`src/hw/rtl/umst_pkg.sv`:
```
// Shared constants, codes and control structs of the unique member set table.
`default_nettype none

package umst_pkg;

    // Table geometry
    localparam int TABLE_DEPTH = 16;
    localparam int KEY_WIDTH   = 32;
    localparam int IDX_W       = $clog2(TABLE_DEPTH);
    localparam int CNT_W       = $clog2(TABLE_DEPTH + 1);

    // Field widths on the stream ports
    localparam int FUNC_W     = 3;
    localparam int KEY_PORT_W = 32;
    localparam int POS_W      = 4;
    localparam int STATUS_W   = 3;
    localparam int CNT_OUT_W  = 5;
    localparam int S_TDATA_W  = 40;
    localparam int M_TDATA_W  = 48;

    // Width at which a position is compared with the entry count
    localparam int POS_CMP_W = (CNT_W > POS_W) ? CNT_W : POS_W;

    // Significant key bits
    localparam logic [KEY_PORT_W-1:0] KEY_MASK = (KEY_WIDTH >= KEY_PORT_W) ? '1 :
        KEY_PORT_W'((64'd1 << KEY_WIDTH) - 64'd1);

    typedef enum logic [FUNC_W-1:0] {
        FN_ADD      = 3'd0,
        FN_REMOVE   = 3'd1,
        FN_CONTAINS = 3'd2,
        FN_READ     = 3'd3,
        FN_REM_POS  = 3'd4,
        FN_CLEAR    = 3'd5,
        FN_FIND     = 3'd6
    } func_t;

    typedef enum logic [STATUS_W-1:0] {
        STS_OK     = 3'd0,
        STS_ZERO   = 3'd1,
        STS_DUP    = 3'd2,
        STS_ABSENT = 3'd3,
        STS_RANGE  = 3'd4,
        STS_FULL   = 3'd5
    } status_t;

    typedef enum logic [2:0] {
        S_IDLE,
        S_DECODE,
        S_SEARCH,
        S_POS_KEY,
        S_REMOVE,
        S_MOVE,
        S_MOVE_END,
        S_FINISH
    } state_t;

    // Commands from the controller to the datapath
    typedef struct packed {
        logic    op_load;
        logic    srch_run;
        logic    hit_capture;
        logic    pos_read;
        logic    kout_capture;
        logic    add_write;
        logic    move_start;
        logic    move_run;
        logic    cnt_dec;
        logic    cnt_clear;
        logic    set_status;
        status_t status;
        logic    res_push;
    } ctrl_cmd_t;

    // Status from the datapath to the controller
    typedef struct packed {
        logic [FUNC_W-1:0] func;
        logic              key_zero;
        logic              srch_hit;
        logic              srch_miss;
        logic              table_full;
        logic              pos_valid;
        logic              slot_is_last;
        logic              move_last;
        logic              out_busy;
    } dp_status_t;

endpackage

`default_nettype wire

```
`src/hw/rtl/umst_ctrl.sv`:
```
// Controller state machine that sequences search, read, move and result steps.
`default_nettype none

module umst_ctrl
    import umst_pkg::*;
(
    input  wire logic       aclk,
    input  wire logic       aresetn,
    input  wire logic       in_valid,
    output logic            in_ready,
    input  wire dp_status_t sts,
    output ctrl_cmd_t       cmd
);

    state_t state_reg;
    state_t state_next;

    // Hold state
    always_ff @(posedge aclk) begin
        if (!aresetn) begin
            state_reg <= S_IDLE;
        end else begin
            state_reg <= state_next;
        end
    end

    // Next state
    always_comb begin
        state_next = state_reg;
        unique case (state_reg)
            S_IDLE: begin
                if (in_valid) state_next = S_DECODE;
            end
            S_DECODE: begin
                unique case (sts.func)
                    FN_ADD, FN_REMOVE, FN_CONTAINS, FN_FIND: begin
                        state_next = sts.key_zero ? S_FINISH : S_SEARCH;
                    end
                    FN_READ, FN_REM_POS: begin
                        state_next = sts.pos_valid ? S_POS_KEY : S_FINISH;
                    end
                    default: state_next = S_FINISH;
                endcase
            end
            S_SEARCH: begin
                if (sts.srch_hit) begin
                    state_next = (sts.func == FN_REMOVE) ? S_REMOVE : S_FINISH;
                end else if (sts.srch_miss) begin
                    state_next = S_FINISH;
                end
            end
            S_POS_KEY: begin
                state_next = (sts.func == FN_REM_POS) ? S_REMOVE : S_FINISH;
            end
            S_REMOVE: begin
                state_next = sts.slot_is_last ? S_FINISH : S_MOVE;
            end
            S_MOVE: begin
                if (sts.move_last) state_next = S_MOVE_END;
            end
            S_MOVE_END: state_next = S_FINISH;
            S_FINISH: begin
                if (!sts.out_busy) state_next = S_IDLE;
            end
            default: state_next = S_IDLE;
        endcase
    end

    // Outputs
    always_comb begin
        cmd      = '0;
        in_ready = 1'b0;
        unique case (state_reg)
            S_IDLE: begin
                in_ready    = 1'b1;
                cmd.op_load = in_valid;
            end
            S_DECODE: begin
                unique case (sts.func)
                    FN_ADD, FN_REMOVE, FN_CONTAINS, FN_FIND: begin
                        if (sts.key_zero) begin
                            cmd.set_status = 1'b1;
                            cmd.status     = STS_ZERO;
                        end
                    end
                    FN_READ, FN_REM_POS: begin
                        if (sts.pos_valid) begin
                            cmd.pos_read = 1'b1;
                        end else begin
                            cmd.set_status = 1'b1;
                            cmd.status     = STS_RANGE;
                        end
                    end
                    FN_CLEAR: cmd.cnt_clear = 1'b1;
                    default: ;
                endcase
            end
            S_SEARCH: begin
                cmd.srch_run = 1'b1;
                if (sts.srch_hit) begin
                    cmd.hit_capture = 1'b1;
                    if (sts.func == FN_ADD) begin
                        cmd.set_status = 1'b1;
                        cmd.status     = STS_DUP;
                    end
                end else if (sts.srch_miss) begin
                    if (sts.func == FN_ADD) begin
                        if (sts.table_full) begin
                            cmd.set_status = 1'b1;
                            cmd.status     = STS_FULL;
                        end else begin
                            cmd.add_write = 1'b1;
                        end
                    end else begin
                        cmd.set_status = 1'b1;
                        cmd.status     = STS_ABSENT;
                    end
                end
            end
            S_POS_KEY: cmd.kout_capture = 1'b1;
            S_REMOVE: begin
                if (sts.slot_is_last) begin
                    cmd.cnt_dec = 1'b1;
                end else begin
                    cmd.move_start = 1'b1;
                end
            end
            S_MOVE:     cmd.move_run = 1'b1;
            S_MOVE_END: cmd.cnt_dec  = 1'b1;
            S_FINISH:   cmd.res_push = !sts.out_busy;
            default: ;
        endcase
    end

endmodule

`default_nettype wire

```
`src/hw/rtl/umst_datapath.sv`:
```
// Datapath: key memory, entry count, search and move pipelines, result register.
`default_nettype none

module umst_datapath
    import umst_pkg::*;
(
    input  wire logic                  aclk,
    input  wire logic                  aresetn,
    input  wire logic                  swap_mode,
    input  wire logic [FUNC_W-1:0]     in_func,
    input  wire logic [KEY_PORT_W-1:0] in_key,
    input  wire logic [POS_W-1:0]      in_position,
    input  wire ctrl_cmd_t             cmd,
    output dp_status_t                 sts,
    input  wire logic                  out_ready,
    output logic                       out_valid,
    output logic [STATUS_W-1:0]        out_status,
    output logic                       out_found,
    output logic [POS_W-1:0]           out_found_position,
    output logic [KEY_PORT_W-1:0]      out_key,
    output logic [CNT_OUT_W-1:0]       out_entry_count
);

    // Key store
    logic [KEY_PORT_W-1:0] key_mem [TABLE_DEPTH];
    logic [KEY_PORT_W-1:0] rdata_reg;
    logic [IDX_W-1:0]      rd_addr;

    // Request registers
    logic [FUNC_W-1:0]     func_reg;
    logic [KEY_PORT_W-1:0] key_reg;
    logic [POS_W-1:0]      pos_reg;

    // Table count and working indexes
    logic [CNT_W-1:0] count_reg;
    logic [IDX_W-1:0] scan_idx_reg;
    logic [IDX_W-1:0] cmp_idx_reg;
    logic             cmp_vld_reg;
    logic [IDX_W-1:0] slot_reg;
    logic [IDX_W-1:0] src_reg;
    logic [IDX_W-1:0] dst_reg;
    logic [IDX_W-1:0] wr_dst_reg;
    logic             wr_pend_reg;

    // Result being built, and the output register
    status_t          res_status_reg;
    logic             res_found_reg;
    logic [IDX_W-1:0] res_fpos_reg;
    logic [KEY_PORT_W-1:0] res_kout_reg;

    logic                  out_vld_reg;
    logic [STATUS_W-1:0]   out_status_reg;
    logic                  out_found_reg;
    logic [POS_W-1:0]      out_fpos_reg;
    logic [KEY_PORT_W-1:0] out_key_reg;
    logic [CNT_OUT_W-1:0]  out_cnt_reg;

    logic [IDX_W-1:0]     last_idx;
    logic [IDX_W-1:0]     count_idx;
    logic [IDX_W-1:0]     pos_idx;
    logic                 match;
    logic [CNT_W-1:0]     cmp_cnt;

    assign last_idx  = IDX_W'(count_reg - CNT_W'(1));
    assign count_idx = IDX_W'(count_reg);
    assign pos_idx   = IDX_W'(pos_reg);
    assign cmp_cnt   = CNT_W'(cmp_idx_reg);

    // Compare the entry read in the previous cycle with the request key
    assign match = cmp_vld_reg && (rdata_reg == key_reg) && (cmp_cnt < count_reg);

    // Select the read address
    always_comb begin
        priority if (cmd.pos_read) begin
            rd_addr = pos_idx;
        end else if (cmd.move_run) begin
            rd_addr = src_reg;
        end else begin
            rd_addr = scan_idx_reg;
        end
    end

    // Read and write the key store
    always_ff @(posedge aclk) begin
        rdata_reg <= key_mem[rd_addr];
        if (cmd.add_write) begin
            key_mem[count_idx] <= key_reg;
        end else if (wr_pend_reg) begin
            key_mem[wr_dst_reg] <= rdata_reg;
        end
    end

    // Control registers: count and pipeline valids
    always_ff @(posedge aclk) begin
        if (!aresetn) begin
            count_reg   <= '0;
            cmp_vld_reg <= 1'b0;
            wr_pend_reg <= 1'b0;
            out_vld_reg <= 1'b0;
        end else begin
            if (cmd.cnt_clear) begin
                count_reg <= '0;
            end else if (cmd.add_write) begin
                count_reg <= count_reg + CNT_W'(1);
            end else if (cmd.cnt_dec) begin
                count_reg <= count_reg - CNT_W'(1);
            end
            cmp_vld_reg <= cmd.srch_run;
            wr_pend_reg <= cmd.move_run;
            if (cmd.res_push) begin
                out_vld_reg <= 1'b1;
            end else if (out_ready) begin
                out_vld_reg <= 1'b0;
            end
        end
    end

    // Latch the request, advance the scan and move indexes, build the result
    always_ff @(posedge aclk) begin
        if (cmd.op_load) begin
            func_reg       <= in_func;
            key_reg        <= in_key & KEY_MASK;
            pos_reg        <= in_position;
            scan_idx_reg   <= '0;
            res_status_reg <= STS_OK;
            res_found_reg  <= 1'b0;
            res_fpos_reg   <= '0;
            res_kout_reg   <= '0;
        end
        if (cmd.srch_run) begin
            scan_idx_reg <= scan_idx_reg + IDX_W'(1);
            cmp_idx_reg  <= scan_idx_reg;
        end
        if (cmd.hit_capture) begin
            res_found_reg <= 1'b1;
            res_fpos_reg  <= cmp_idx_reg;
            slot_reg      <= cmp_idx_reg;
        end
        if (cmd.pos_read) begin
            res_found_reg <= 1'b1;
            res_fpos_reg  <= pos_idx;
            slot_reg      <= pos_idx;
        end
        if (cmd.kout_capture) begin
            res_kout_reg <= rdata_reg;
        end
        if (cmd.add_write) begin
            res_fpos_reg <= count_idx;
        end
        if (cmd.set_status) begin
            res_status_reg <= cmd.status;
        end
        if (cmd.move_start) begin
            dst_reg <= slot_reg;
            src_reg <= swap_mode ? last_idx : slot_reg + IDX_W'(1);
        end
        if (cmd.move_run) begin
            src_reg    <= src_reg + IDX_W'(1);
            dst_reg    <= dst_reg + IDX_W'(1);
            wr_dst_reg <= dst_reg;
        end
        if (cmd.res_push) begin
            out_status_reg <= res_status_reg;
            out_found_reg  <= res_found_reg;
            out_fpos_reg   <= POS_W'(res_fpos_reg);
            out_key_reg    <= res_kout_reg;
            out_cnt_reg    <= CNT_OUT_W'(count_reg);
        end
    end

    // Report status to the controller
    always_comb begin
        sts.func         = func_reg;
        sts.key_zero     = (key_reg == '0);
        sts.srch_hit     = match;
        sts.srch_miss    = (count_reg == '0) ||
                           (cmp_vld_reg && !match && (cmp_cnt + CNT_W'(1) >= count_reg));
        sts.table_full   = (count_reg == CNT_W'(TABLE_DEPTH));
        sts.pos_valid    = (POS_CMP_W'(pos_reg) < POS_CMP_W'(count_reg));
        sts.slot_is_last = (slot_reg == last_idx);
        sts.move_last    = (src_reg == last_idx);
        sts.out_busy     = out_vld_reg && !out_ready;
    end

    assign out_valid          = out_vld_reg;
    assign out_status         = out_status_reg;
    assign out_found          = out_found_reg;
    assign out_found_position = out_fpos_reg;
    assign out_key            = out_key_reg;
    assign out_entry_count    = out_cnt_reg;

endmodule

`default_nettype wire

```
`src/hw/rtl/unique_member_set_table_unit.sv`:
```
// Top level of the unique member set table: stream ports, register port, wiring.
`default_nettype none

// Unique member set table. Holds up to TABLE_DEPTH distinct nonzero keys,
// in insertion order unless a swap removal moves the last entry into the freed
// slot, and performs one request at a time: add, remove by key, contains, read
// by position, remove by position, clear or find. Every request yields one
// result with status, found flag, position, key and entry count. A key lookup
// scans the stored entries in order; a removal then moves entries: the last
// one into the freed slot in swap mode, or each later one down a slot in
// ordered mode, with no move when the slot is the last one. The key memory
// serves one search compare or one entry move per cycle.
// A new request is taken once the previous one is finished, while its result
// may still wait in the output register; a stalled result holds the next one
// in its final cycle. swap_remove_mode reads back at address 0; a write to
// any address sets it.

module unique_member_set_table_unit
    import umst_pkg::*;
(
    input  wire logic                 aclk,
    input  wire logic                 aresetn,
    // tdata: func[2:0], key[34:3], position[38:35], zero pad
    input  wire logic [S_TDATA_W-1:0] s_tdata,
    input  wire logic                 s_tvalid,
    output logic                      s_tready,
    // tdata: status[2:0], found[3], found_position[7:4], key_out[39:8],
    //        entry_count[44:40], zero pad
    output logic [M_TDATA_W-1:0]      m_tdata,
    output logic                      m_tvalid,
    input  wire logic                 m_tready,
    input  wire logic                 psel,
    input  wire logic                 penable,
    input  wire logic                 pwrite,
    input  wire logic [1:0]           paddr,
    input  wire logic [31:0]          pwdata,
    output logic [31:0]               prdata,
    output logic                      pready
);

    ctrl_cmd_t  cmd;
    dp_status_t sts;
    logic       swap_mode_reg;

    logic [STATUS_W-1:0]   out_status;
    logic                  out_found;
    logic [POS_W-1:0]      out_fpos;
    logic [KEY_PORT_W-1:0] out_key;
    logic [CNT_OUT_W-1:0]  out_cnt;

    // Write the mode register on the access phase
    always_ff @(posedge aclk) begin
        if (!aresetn) begin
            swap_mode_reg <= 1'b0;
        end else if (psel && penable && pwrite && pready) begin
            swap_mode_reg <= pwdata[0];
        end
    end

    assign pready = 1'b1;
    assign prdata = (paddr[1:0] == 2'd0) ? {31'd0, swap_mode_reg} : 32'd0;

    umst_ctrl u_ctrl (
        .aclk     (aclk),
        .aresetn  (aresetn),
        .in_valid (s_tvalid),
        .in_ready (s_tready),
        .sts      (sts),
        .cmd      (cmd)
    );

    umst_datapath u_datapath (
        .aclk               (aclk),
        .aresetn            (aresetn),
        .swap_mode          (swap_mode_reg),
        .in_func            (s_tdata[2:0]),
        .in_key             (s_tdata[34:3]),
        .in_position        (s_tdata[38:35]),
        .cmd                (cmd),
        .sts                (sts),
        .out_ready          (m_tready),
        .out_valid          (m_tvalid),
        .out_status         (out_status),
        .out_found          (out_found),
        .out_found_position (out_fpos),
        .out_key            (out_key),
        .out_entry_count    (out_cnt)
    );

    // Pack the result
    assign m_tdata = {3'd0, out_cnt, out_key, out_fpos, out_found, out_status};

endmodule

`default_nettype wire

```
`config.mk`:
```
export PLATFORM = sky130hd
export DESIGN_NAME = unique_member_set_table_unit
export DESIGN_NICKNAME = d
export VERILOG_FILES = /design/src/hw/rtl/umst_pkg.sv /design/src/hw/rtl/umst_ctrl.sv /design/src/hw/rtl/umst_datapath.sv /design/src/hw/rtl/unique_member_set_table_unit.sv
export SDC_FILE = /design/constraint.sdc
export NUM_CORES = 1
export LEC_CHECK = 0
export ABC_AREA = 1
export BUFFER_PORTS_ARGS = -buffer_cell sky130_fd_sc_hd__buf_4
export CORE_MARGIN = 3
export CORE_UTILIZATION = 35
export CTS_CLUSTER_SIZE = 16
export DETAILED_ROUTE_END_ITERATION = 12
export GPL_TIMING_DRIVEN = 0
export HOLD_SLACK_MARGIN = 0.03
export PLACE_DENSITY_LB_ADDON = 0.15
export SLEW_MARGIN = 20
export SYNTH_ARGS = -nofsm -noshare
export SYNTH_HDL_FRONTEND = slang
export SYNTH_SLANG_ARGS = --single-unit
```
`constraint.sdc`:
```
create_clock -name aclk -period 11.2 [get_ports aclk]
set_clock_uncertainty 0.2 [all_clocks]
set_input_delay 0.56 -clock aclk [delete_from_list [all_inputs] [get_ports aclk]]
set_output_delay 0.56 -clock aclk [all_outputs]
set_load 0.05 [all_outputs]
```
==> tab_implementation.tex, run 1 <==
\begin{tabular}{lr}
\hline
Metric & Value \\
\hline
\multicolumn{2}{l}{\textbf{Worst hold path}} \\
\quad Type of the worst min-delay path & in2reg \\
\multicolumn{2}{l}{\textbf{Placement}} \\
\quad Inst Count DP & 3,723 \\
\quad Post-place setup slack & 6.42 ns \\
\quad Number of I/O port buffers & 96 \\
\quad Final estimated routing congestion in global placement & 0.866 \\
\quad Estimated wirelength of the detail-placed design & 63.1 mm \\
\multicolumn{2}{l}{\textbf{Power and ir drop}} \\
\quad Final Power & 9.07 mW \\
\quad Leak Pwr & 13.7 nW \\
\quad Maximum ir drop on the vdd rail & 0.117 mV \\
\quad Power Density & 255 nW/um\^{}2 \\
\multicolumn{2}{l}{\textbf{Timing}} \\
\quad Total setup violations reported at the end of the flow & 0 \\
\quad Least-Margin Pin Slew & 1.10 ns \\
\quad Final max-slew violation count & 0 \\
\quad Final worst path period share & 43.0\% \\
\quad Number of hold violations in the final report & 0 \\
\quad Relative max-transition margin & 26.8\% \\
\quad Final setup TNS & 0 ns \\
\quad Crit path time final & 4.82 ns \\
\quad Upper clock frequency limit & 207 MHz \\
\quad Min setup slack post-route & 6.38 ns \\
\quad RSZ-0062 raised after global routing & no \\
\quad Fin Hold WS & 0.0695 ns \\
\multicolumn{2}{l}{\textbf{Synthesis}} \\
\quad Xor and xnor fraction of the mapped netlist area & 0.834\% \\
\quad Number of synthesized register bits & 704 \\
\quad Area fraction in and, or, nand and nor cells after synthesis & 12.0\% \\
\quad Sequential share of the synthesized area & 70.4\% \\
\quad Count of mapped cells out of synthesis & 2,473 \\
\quad Multiplexer fraction of the synthesized cell area & 0.0681\% \\
\quad Fraction of post-synthesis cell area in the top cell type by area & 67.3\% \\
\quad Post-Synthesis Mean Instance Area & 11.9 sq um \\
\quad Area fraction in compound gates after synthesis & 8.30\% \\
\quad Main combinational cell family by area after synthesis & simple AND/OR/NAND/NOR gates \\
\quad Synth area leaders & sky130\_fd\_sc\_hd\_\_edfxtp\_1, sky130\_fd\_sc\_hd\_\_o211ai\_1, sky130\_fd\_sc\_hd\_\_nand2\_1, sky130\_fd\_sc\_hd\_\_inv\_1, sky130\_fd\_sc\_hd\_\_nand3\_1 \\
\quad Summed instance area of the synthesized netlist & 29,400 sq um \\
\quad Cell type with the highest aggregate area in the netlist & sky130\_fd\_sc\_hd\_\_edfxtp\_1 \\
\quad Adder-cell share of the synthesized area & 0.809\% \\
\quad Ys Warns & 0 \\
\quad Netlist cell types & 39 \\
\multicolumn{2}{l}{\textbf{GRT}} \\
\quad Pin count of the biggest net entering global routing & 33 \\
\quad Vias in the first global route & 19.6k \\
\quad First-pass GRT wire length & 132 mm \\
\quad Remaining global-route overflow & 0 \\
\quad All-layer global routing usage & 20.8\% \\
\quad Antenna violations before repair & 0 \\
\multicolumn{2}{l}{\textbf{Clocking}} \\
\quad Clock tree root driver cell & sky130\_fd\_sc\_hd\_\_clkbuf\_16 \\
\quad Inserted Clock Buffers & 77 \\
\quad Clock net sink count & 704 \\
\quad CTS tree & done \\
\quad Clock input transition at the sequential cells of the worst setup and hold paths & 0.06 ns \\
\quad Buffer depth of the longest clock path & 3 \\
\quad Clock latency reported for the late side of the worst-skew pair & 0.63 ns \\
\quad Quantity of gates resized following cts & 0 \\
\quad \# H-tree levels & 3 \\
\multicolumn{2}{l}{\textbf{Detailed routing}} \\
\quad Via count & 19.9k \\
\quad Routed Wire Length & 91.7 mm \\
\quad Avg WL per Cell & 23.5 um \\
\quad Number of iterations in the first detailed-routing pass & 5 \\
\quad Antenna-violating nets left & 0 \\
\quad DRC Markers & 0 \\
\quad Mean number of vias per cell & 5.09 \\
\quad Number of violations reported at the end of detailed-routing iteration 0 & 1,611 \\
\multicolumn{2}{l}{\textbf{Finish}} \\
\quad Area taken by flip-flops and latches & 20,700 sq um \\
\quad Largest register FFs & 512 \\
\quad Layout area overhead & 20.9\% \\
\quad Post-layout instance count excluding filler cells & 3,906 \\
\quad Reg with most FFs & u\_datapath.key\_mem \\
\quad Fill cells & 7,634 \\
\quad Fraction of layout instances using a drive strength above 1 & 15.4\% \\
\quad Number of nets in the finished design & 2,874 \\
\quad Number of inserted diodes & 0 \\
\quad Area of the multi-input gates & 6790 sq um \\
\multicolumn{2}{l}{\textbf{Setup path}} \\
\quad Critical path, cell by cell & buf\_2 -> inv\_1 -> ha\_1 -> a21oi\_1 -> o211ai\_1 -> nor2\_1 -> nand3\_1 -> nand2\_1 -> nor2\_1 -> nand2\_2 -> nand2\_2 -> buf\_2 -> nand2\_1 -> nand2\_1 -> nand3\_1 -> nor2\_4 -> buf\_12 \\
\quad WP buf/inv & 4 \\
\quad Crit path max-delay family & simple AND/OR/NAND/NOR gates \\
\quad Slowest cell delay on critical path & 0.71 ns \\
\quad Slowest cell on crit path & sky130\_fd\_sc\_hd\_\_nor2\_4 \\
\quad Worst EP required & 11.31 ns \\
\quad Worst path arrival time & 4.93 ns \\
\quad Kind of end point of the critical path & register \\
\quad Maximum net fanout on the critical path & 18 \\
\quad Startpoint type of the worst setup path & register \\
\quad Setup Crit Path Kind & reg2reg \\
\quad Crit-path most repeated cell & sky130\_fd\_sc\_hd\_\_nand2\_1 \\
\multicolumn{2}{l}{\textbf{Floorplan}} \\
\quad Placeable core region & 82,600 sq um \\
\quad Initial Util & 35.6\% \\
\quad Die height & 296 um \\
\quad I/O Pins & 164 \\
\quad Row count & 105 \\
\quad Die footprint & 87,500 sq um \\
\quad Width of the die & 296 um \\
\multicolumn{2}{l}{\textbf{Job}} \\
\quad Max Cap Violations & 0 \\
\multicolumn{2}{l}{\textbf{Status}} \\
\quad Status & complete, no violations \\
\hline
\end{tabular}
==> repair_timing <==
item,CTS,global route
setup buffers,0,0
endpoints found under the hold margin,42,0
hold buffers,42,0
==> synthesized netlist by cell type <==
cell,count
sky130_fd_sc_hd__nor2_4,1
sky130_fd_sc_hd__clkinv_1,1
sky130_fd_sc_hd__nor2_1,95
sky130_fd_sc_hd__inv_2,7
sky130_fd_sc_hd__xnor2_1,9
sky130_fd_sc_hd__nor3b_1,2
sky130_fd_sc_hd__inv_1,359
sky130_fd_sc_hd__nand2_1,486
sky130_fd_sc_hd__xor2_1,19
sky130_fd_sc_hd__mux2i_1,2
sky130_fd_sc_hd__or2_2,4
sky130_fd_sc_hd__ha_1,19
sky130_fd_sc_hd__dfxtp_1,45
sky130_fd_sc_hd__buf_2,89
sky130_fd_sc_hd__buf_1,7
sky130_fd_sc_hd__nand3_1,227
sky130_fd_sc_hd__clkinv_4,1
sky130_fd_sc_hd__nor2_2,1
sky130_fd_sc_hd__clkbuf_1,22
sky130_fd_sc_hd__o21ai_1,3
sky130_fd_sc_hd__nor3_1,9
sky130_fd_sc_hd__o221ai_1,4
sky130_fd_sc_hd__conb_1,2
sky130_fd_sc_hd__edfxtp_1,659
sky130_fd_sc_hd__nand3b_1,1
sky130_fd_sc_hd__o21ai_0,65
sky130_fd_sc_hd__and3_1,1
sky130_fd_sc_hd__a21oi_1,17
sky130_fd_sc_hd__nand2_2,4
sky130_fd_sc_hd__nand4_1,4
sky130_fd_sc_hd__or2_1,1
sky130_fd_sc_hd__nor3_2,2
sky130_fd_sc_hd__o21ai_2,2
sky130_fd_sc_hd__o21a_1,1
sky130_fd_sc_hd__nor4_1,5
sky130_fd_sc_hd__buf_4,37
sky130_fd_sc_hd__o41ai_1,1
sky130_fd_sc_hd__o211ai_1,258
sky130_fd_sc_hd__o311ai_0,1
==> power breakdown <==
group,internal [mW],switching [mW]
Combinational,0.810,2.31
Sequential,3.28,0.146
Clock,1.50,1.04
==> cell families after synthesis <==
kind of cell,count (synthesis)
other,2
multiplexers,2
XOR/XNOR,28
flip-flops,704
adder cells (fa/ha/maj),19
AND/OR/NAND/NOR,843
buffers and inverters,523
AO/OA/AOI/OAI,352
==> layer usage <==
metal	up-vias	track usage, %	part of all wire (%)
li1	9154	-	-
met4	0	6.03	2.5
met5	-	0	0
met2	782	34.9	48
met1	9817	27.6	42
met3	141	4.10	7.7
==> final timing paths <==
| check | startpoint | to | slack (ns) | cells after the start |
|---|---|---|---|---|
| min | m_tready | u_datapath.out_valid | 0.07 | 4 |
| max reg2reg | u_datapath.count_reg[2] | u_datapath.key_mem[6][14] | 6.38 | 17 |
| min reg2reg | u_datapath.res_kout_reg[0] | u_datapath.out_key[0] | 0.22 | 0 |
| max | u_datapath.count_reg[2] | u_datapath.key_mem[6][14] | 6.38 | 17 |
==> cell type report <==
cell class | count | area share, %
Buffer | 155 | 2.34
Clock buffer | 106 | 5.99
Clock inverter | 35 | 1.08
Inverter | 368 | 3.90
Multi-Input combinational cell | 1279 | 19.1
Sequential cell | 704 | 58.2
Tap cell | 1070 | 3.77
Timing Repair Buffer | 189 | 5.61
==> cell usage in the layout, fill, tap and decap left out, types with 15 or more instances in the layout <==
cell type | synthesis | final
sky130_fd_sc_hd__clkbuf_16 | 0 | 79
sky130_fd_sc_hd__edfxtp_1 | 659 | 659
sky130_fd_sc_hd__o211ai_1 | 258 | 258
sky130_fd_sc_hd__o21ai_0 | 65 | 33
sky130_fd_sc_hd__inv_1 | 359 | 358
sky130_fd_sc_hd__dfxtp_1 | 45 | 45
sky130_fd_sc_hd__nor2_1 | 95 | 78
sky130_fd_sc_hd__clkbuf_1 | 22 | 44
sky130_fd_sc_hd__nor2_4 | 1 | 18
sky130_fd_sc_hd__dlygate4sd3_1 | 0 | 42
sky130_fd_sc_hd__ha_1 | 19 | 19
sky130_fd_sc_hd__o21ai_2 | 2 | 15
sky130_fd_sc_hd__nand2_1 | 486 | 485
sky130_fd_sc_hd__xor2_1 | 19 | 19
sky130_fd_sc_hd__buf_12 | 0 | 17
sky130_fd_sc_hd__buf_4 | 37 | 150
sky130_fd_sc_hd__nand3_1 | 227 | 227
sky130_fd_sc_hd__conb_1 | 2 | 35
sky130_fd_sc_hd__buf_2 | 89 | 89
sky130_fd_sc_hd__a21oi_1 | 17 | 17
sky130_fd_sc_hd__o21ai_1 | 3 | 22
==> metrics by stage <==
stage          instance area, sq um  util (%)
2_1_floorplan                 29500         -
3_3_place_gp                  31600      38.2
3_5_place_dp                  32600      39.5
4_1_cts                       35500      43.0
5_1_grt                       35500      43.0
6_report                      35500      43.0
==> worst min-delay path: stages <==
cell and delay (ns):
sky130_fd_sc_hd__buf_4 0.08, sky130_fd_sc_hd__nor2_1 0.06, sky130_fd_sc_hd__inv_1 0.07, sky130_fd_sc_hd__a21oi_1 0.06
No activity file was read; power rests on OpenSTA's default activity.
==> run 2, diff against run 1 <==
Clock period 11.2 ns to 4.9 ns, I/O delays scaled along.
==> tab_implementation.tex, run 2 (synthesis gave the netlist of run 1 again) <==
\begin{tabular}{lr}
\hline
Metric & Value \\
\hline
\multicolumn{2}{l}{\textbf{Status}} \\
\quad Status & complete, no violations \\
\multicolumn{2}{l}{\textbf{Finish}} \\
\quad Fill cells & 7,618 (-0.21\%) \\
\quad Fraction of layout instances using a drive strength above 1 & 16.0\% (+0.60 points) \\
\quad Number of nets in the finished design & 2,898 (+0.84\%) \\
\quad Commonest non-fill, non-tap cells in the layout & sky130\_fd\_sc\_hd\_\_edfxtp\_1, sky130\_fd\_sc\_hd\_\_nand2\_1, sky130\_fd\_sc\_hd\_\_inv\_1 \\
\quad Layout area overhead & 21.8\% \\
\quad Largest register FFs & 512 (unchanged) \\
\quad Leading cell type in the layout, fill and taps excluded & sky130\_fd\_sc\_hd\_\_edfxtp\_1 \\
\quad Reg with most FFs & u\_datapath.key\_mem \\
\quad Final core area utilization & 43.3\% (+0.31 points) \\
\multicolumn{2}{l}{\textbf{Timing}} \\
\quad Fin Hold WS & 0.128 ns (+0.0588 ns) \\
\quad Final worst path period share & 91.6\% (+49 points) \\
\quad RSZ-0062 raised after global routing & no \\
\quad Final max-slew violation count & 0 (unchanged) \\
\quad Relative max-transition margin & 27.6\% (+0.71 points) \\
\quad Min setup slack post-route & 0.410 ns (-5.97 ns) \\
\quad Crit path time final & 4.49 ns (-0.331 ns) \\
\quad Least-Margin Pin Slew & 1.09 ns (-0.0106 ns) \\
\quad Total setup violations reported at the end of the flow & 0 (unchanged) \\
\quad Number of hold violations in the final report & 0 (unchanged) \\
\quad Upper clock frequency limit & 223 MHz (+7.4\%) \\
\multicolumn{2}{l}{\textbf{Setup path}} \\
\quad Worst reg-to-reg setup slack & 0.41 ns (-5.97 ns) \\
\quad Maximum net fanout on the critical path & 17 (-1) \\
\quad Worst Reg-to-Reg Cells & 18 (+1) \\
\quad Worst path arrival time & 4.60 ns (-0.33 ns) \\
\quad Crit-path most repeated cell & sky130\_fd\_sc\_hd\_\_nand2\_1 \\
\quad Kind of end point of the critical path & register \\
\quad Slowest cell delay on critical path & 0.34 ns (-0.37 ns) \\
\quad Critical register-to-register path endpoint & u\_datapath.key\_mem[5][14] \\
\quad Slowest cell on crit path & sky130\_fd\_sc\_hd\_\_ha\_1 \\
\quad Worst R2R Start & u\_datapath.count\_reg[2] \\
\quad Worst EP required & 5.01 ns (-6.30 ns) \\
\quad Critical path, cell by cell & buf\_2 -> inv\_1 -> ha\_1 -> a21oi\_1 -> o211ai\_1 -> nor2\_1 -> nand3\_1 -> nand2\_1 -> nor2\_1 -> nand2\_2 -> nand2\_2 -> buf\_2 -> nand2\_1 -> nand2\_1 -> nand3\_1 -> nor2\_4 -> buf\_12 -> buf\_12 \\
\quad Setup Crit Path Kind & reg2reg \\
\quad Startpoint type of the worst setup path & register \\
\multicolumn{2}{l}{\textbf{Clocking}} \\
\quad Inserted Clock Buffers & 77 (unchanged) \\
\quad Buffer depth of the longest clock path & 3 (unchanged) \\
\quad CTS tree & done \\
\quad \# H-tree levels & 3 (unchanged) \\
\quad Clock net sink count & 704 (unchanged) \\
\quad Quantity of gates resized following cts & 0 (unchanged) \\
\quad Clock input transition at the sequential cells of the worst setup and hold paths & 0.07 ns (about the same) \\
\quad Clock latency reported for the late side of the worst-skew pair & 0.63 ns (about the same) \\
\quad Clock tree root driver cell & sky130\_fd\_sc\_hd\_\_clkbuf\_16 \\
\multicolumn{2}{l}{\textbf{Placement}} \\
\quad Estimated wirelength of the detail-placed design & 63.1 mm (unchanged) \\
\quad Number of I/O port buffers & 96 (unchanged) \\
\quad Final estimated routing congestion in global placement & 0.866 (unchanged) \\
\quad Post-place setup slack & 0.123 ns (-6.30 ns) \\
\multicolumn{2}{l}{\textbf{Floorplan}} \\
\quad Width of the die & 296 um (unchanged) \\
\quad Placeable core region & 82,600 sq um (unchanged) \\
\quad Die footprint & 87,500 sq um (unchanged) \\
\quad I/O Pins & 164 (unchanged) \\
\quad Die height & 296 um (unchanged) \\
\quad Initial Util & 35.6\% (unchanged) \\
\quad Row count & 105 (unchanged) \\
\multicolumn{2}{l}{\textbf{Power and ir drop}} \\
\quad Maximum ir drop on the vdd rail & 0.265 mV (+130\%) \\
\quad Cell-internal power & 12.8 mW (+130\%) \\
\quad Power Density & 579 nW/um\^{}2 (+130\%) \\
\quad Switching Share & 38.5\% (about the same) \\
\quad Seq pwr share & 37.7\% (about the same) \\
\quad Combinational fraction of design power & 34.4\% (about the same) \\
\quad Power dissipated by switching net loads & 7.98 mW (+130\%) \\
\quad Leak Pwr & 13.8 nW (+0.99\%) \\
\quad Clock network power share & 27.9\% (about the same) \\
\multicolumn{2}{l}{\textbf{Worst hold path}} \\
\quad Type of the worst min-delay path & in2reg \\
\quad WHS Path Cells & 2 (-2) \\
\quad Hold\_sp & s\_tdata[12] \\
\quad Worst Hold Endpoint & u\_datapath.key\_reg[9] \\
\multicolumn{2}{l}{\textbf{Detailed routing}} \\
\quad Mean number of vias per cell & 5.07 (-0.40\%) \\
\quad Antenna-violating nets left & 0 (unchanged) \\
\quad Met2 wire length & 44.0 mm (about the same) \\
\quad Highest Signal Layer & met4 \\
\quad Avg WL per Cell & 23.4 um (-0.43\%) \\
\quad Met3 routed WL & 7.07 mm (+0.31\%) \\
\quad Via count & 19.9k (+0.24\%) \\
\quad Number of iterations in the first detailed-routing pass & 5 (unchanged) \\
\quad Routed Wire Length & 91.9 mm (+0.20\%) \\
\quad Number of violations reported at the end of detailed-routing iteration 0 & 1,725 (+7.1\%) \\
\quad DRC Markers & 0 (unchanged) \\
\quad Met1 Wirelength & 38.5 mm (about the same) \\
\multicolumn{2}{l}{\textbf{Job}} \\
\quad Max Cap Violations & 0 (unchanged) \\
\multicolumn{2}{l}{\textbf{GRT}} \\
\quad All-layer global routing usage & 20.8\% (unchanged) \\
\quad Antenna violations before repair & 0 (unchanged) \\
\quad Pin count of the biggest net entering global routing & 33 (unchanged) \\
\quad Remaining global-route overflow & 0 (unchanged) \\
\quad Vias in the first global route & 19.6k (+0.020\%) \\
\quad First-pass GRT wire length & 132 mm (unchanged) \\
\hline
\end{tabular}
## run 2: cell types whose count changed in the layout (fill, tap and decap cells not counted)
cell                            before  now
sky130_fd_sc_hd__buf_4             150  166
sky130_fd_sc_hd__dlygate4sd3_1      42   45
sky130_fd_sc_hd__diode_2             0    1
sky130_fd_sc_hd__buf_12             17   22
## run 2: per-layer routing
metal	vias to the layer above	GRT usage (%)
met5	-	0
met4	0	6.03
li1	9198	-
met3	151	4.10
met2	774	34.9
met1	9819	27.6
## run 2: cell type report
cell class | count | area [sq um] | area share, %
repair buffers | 213 | 2250 | 6.27
flip-flops and latches | 704 | 20700 | 57.8
diodes | 1 | 2.50 | 0.00699
clock inverters | 35 | 384 | 1.07
plain buffers | 155 | 832 | 2.32
clock buffers | 106 | 2130 | 5.94
multi-input cells | 1279 | 6790 | 19.0
inverters | 368 | 1390 | 3.87
well taps | 1070 | 1340 | 3.74
## run 2: worst max-delay path by stage
stage	startpoint	endpoint	slack (ns)	cells past startpoint
after floorplan	u_datapath.cmp_idx_reg[0]	u_datapath.key_mem[11][0]	0.53	15
after global placement	u_datapath.count_reg[2]	u_datapath.key_mem[11][14]	-2.36	16
after detailed placement	u_datapath.count_reg[3]	u_datapath.key_mem[6][14]	0.12	18
after CTS	u_datapath.count_reg[2]	u_datapath.key_mem[6][14]	0.07	17
after global routing	u_datapath.count_reg[2]	u_datapath.key_mem[9][8]	0.05	18
final	u_datapath.count_reg[2]	u_datapath.key_mem[5][14]	0.41	18
## run 2: worst max-delay path, delay by kind of cell (launching register included)
family / cells / cell delay (ns)
AO/OA/AOI/OAI: 2 / 0.29
buffers and inverters: 5 / 1.14
flip-flops: 1 / 0.33
adder cells (fa/ha/maj): 1 / 0.34
AND/OR/NAND/NOR: 10 / 1.81
## run 2: repair_timing
| action | 4_1_cts | 5_1_grt |
|---|---|---|
| hold endpoints to repair | 52 | 0 |
| endpoints found under the setup margin | 0 | 231 |
| hold buffers | 45 | 0 |
| setup buffers | 0 | 21 |
## run 2: power groups by stage
stage                     Clock (mW)  Sequential, mW  Combinational [mW]
after CTS                       5.90            7.82                7.08
after global routing            6.15            7.86                7.67
after global placement             0            7.98                6.77
final                           5.79            7.82                7.12
after floorplan                    0            7.86                3.99
after detailed placement           0            7.94                7.03
## run 2: stage by stage
stage | std cells | instance area [sq um] | TNS (ns) | power, mW
after CTS | 3909 | 35600 | 0 | 20.8
final | 3931 | 35800 | 0 | 20.7
after global placement | 3672 | 31600 | -1070.30 | 14.8
after floorplan | 2506 | 29500 | 0 | 11.8
after detailed placement | 3723 | 32600 | 0 | 15.0
after global routing | 3930 | 35800 | 0 | 21.7
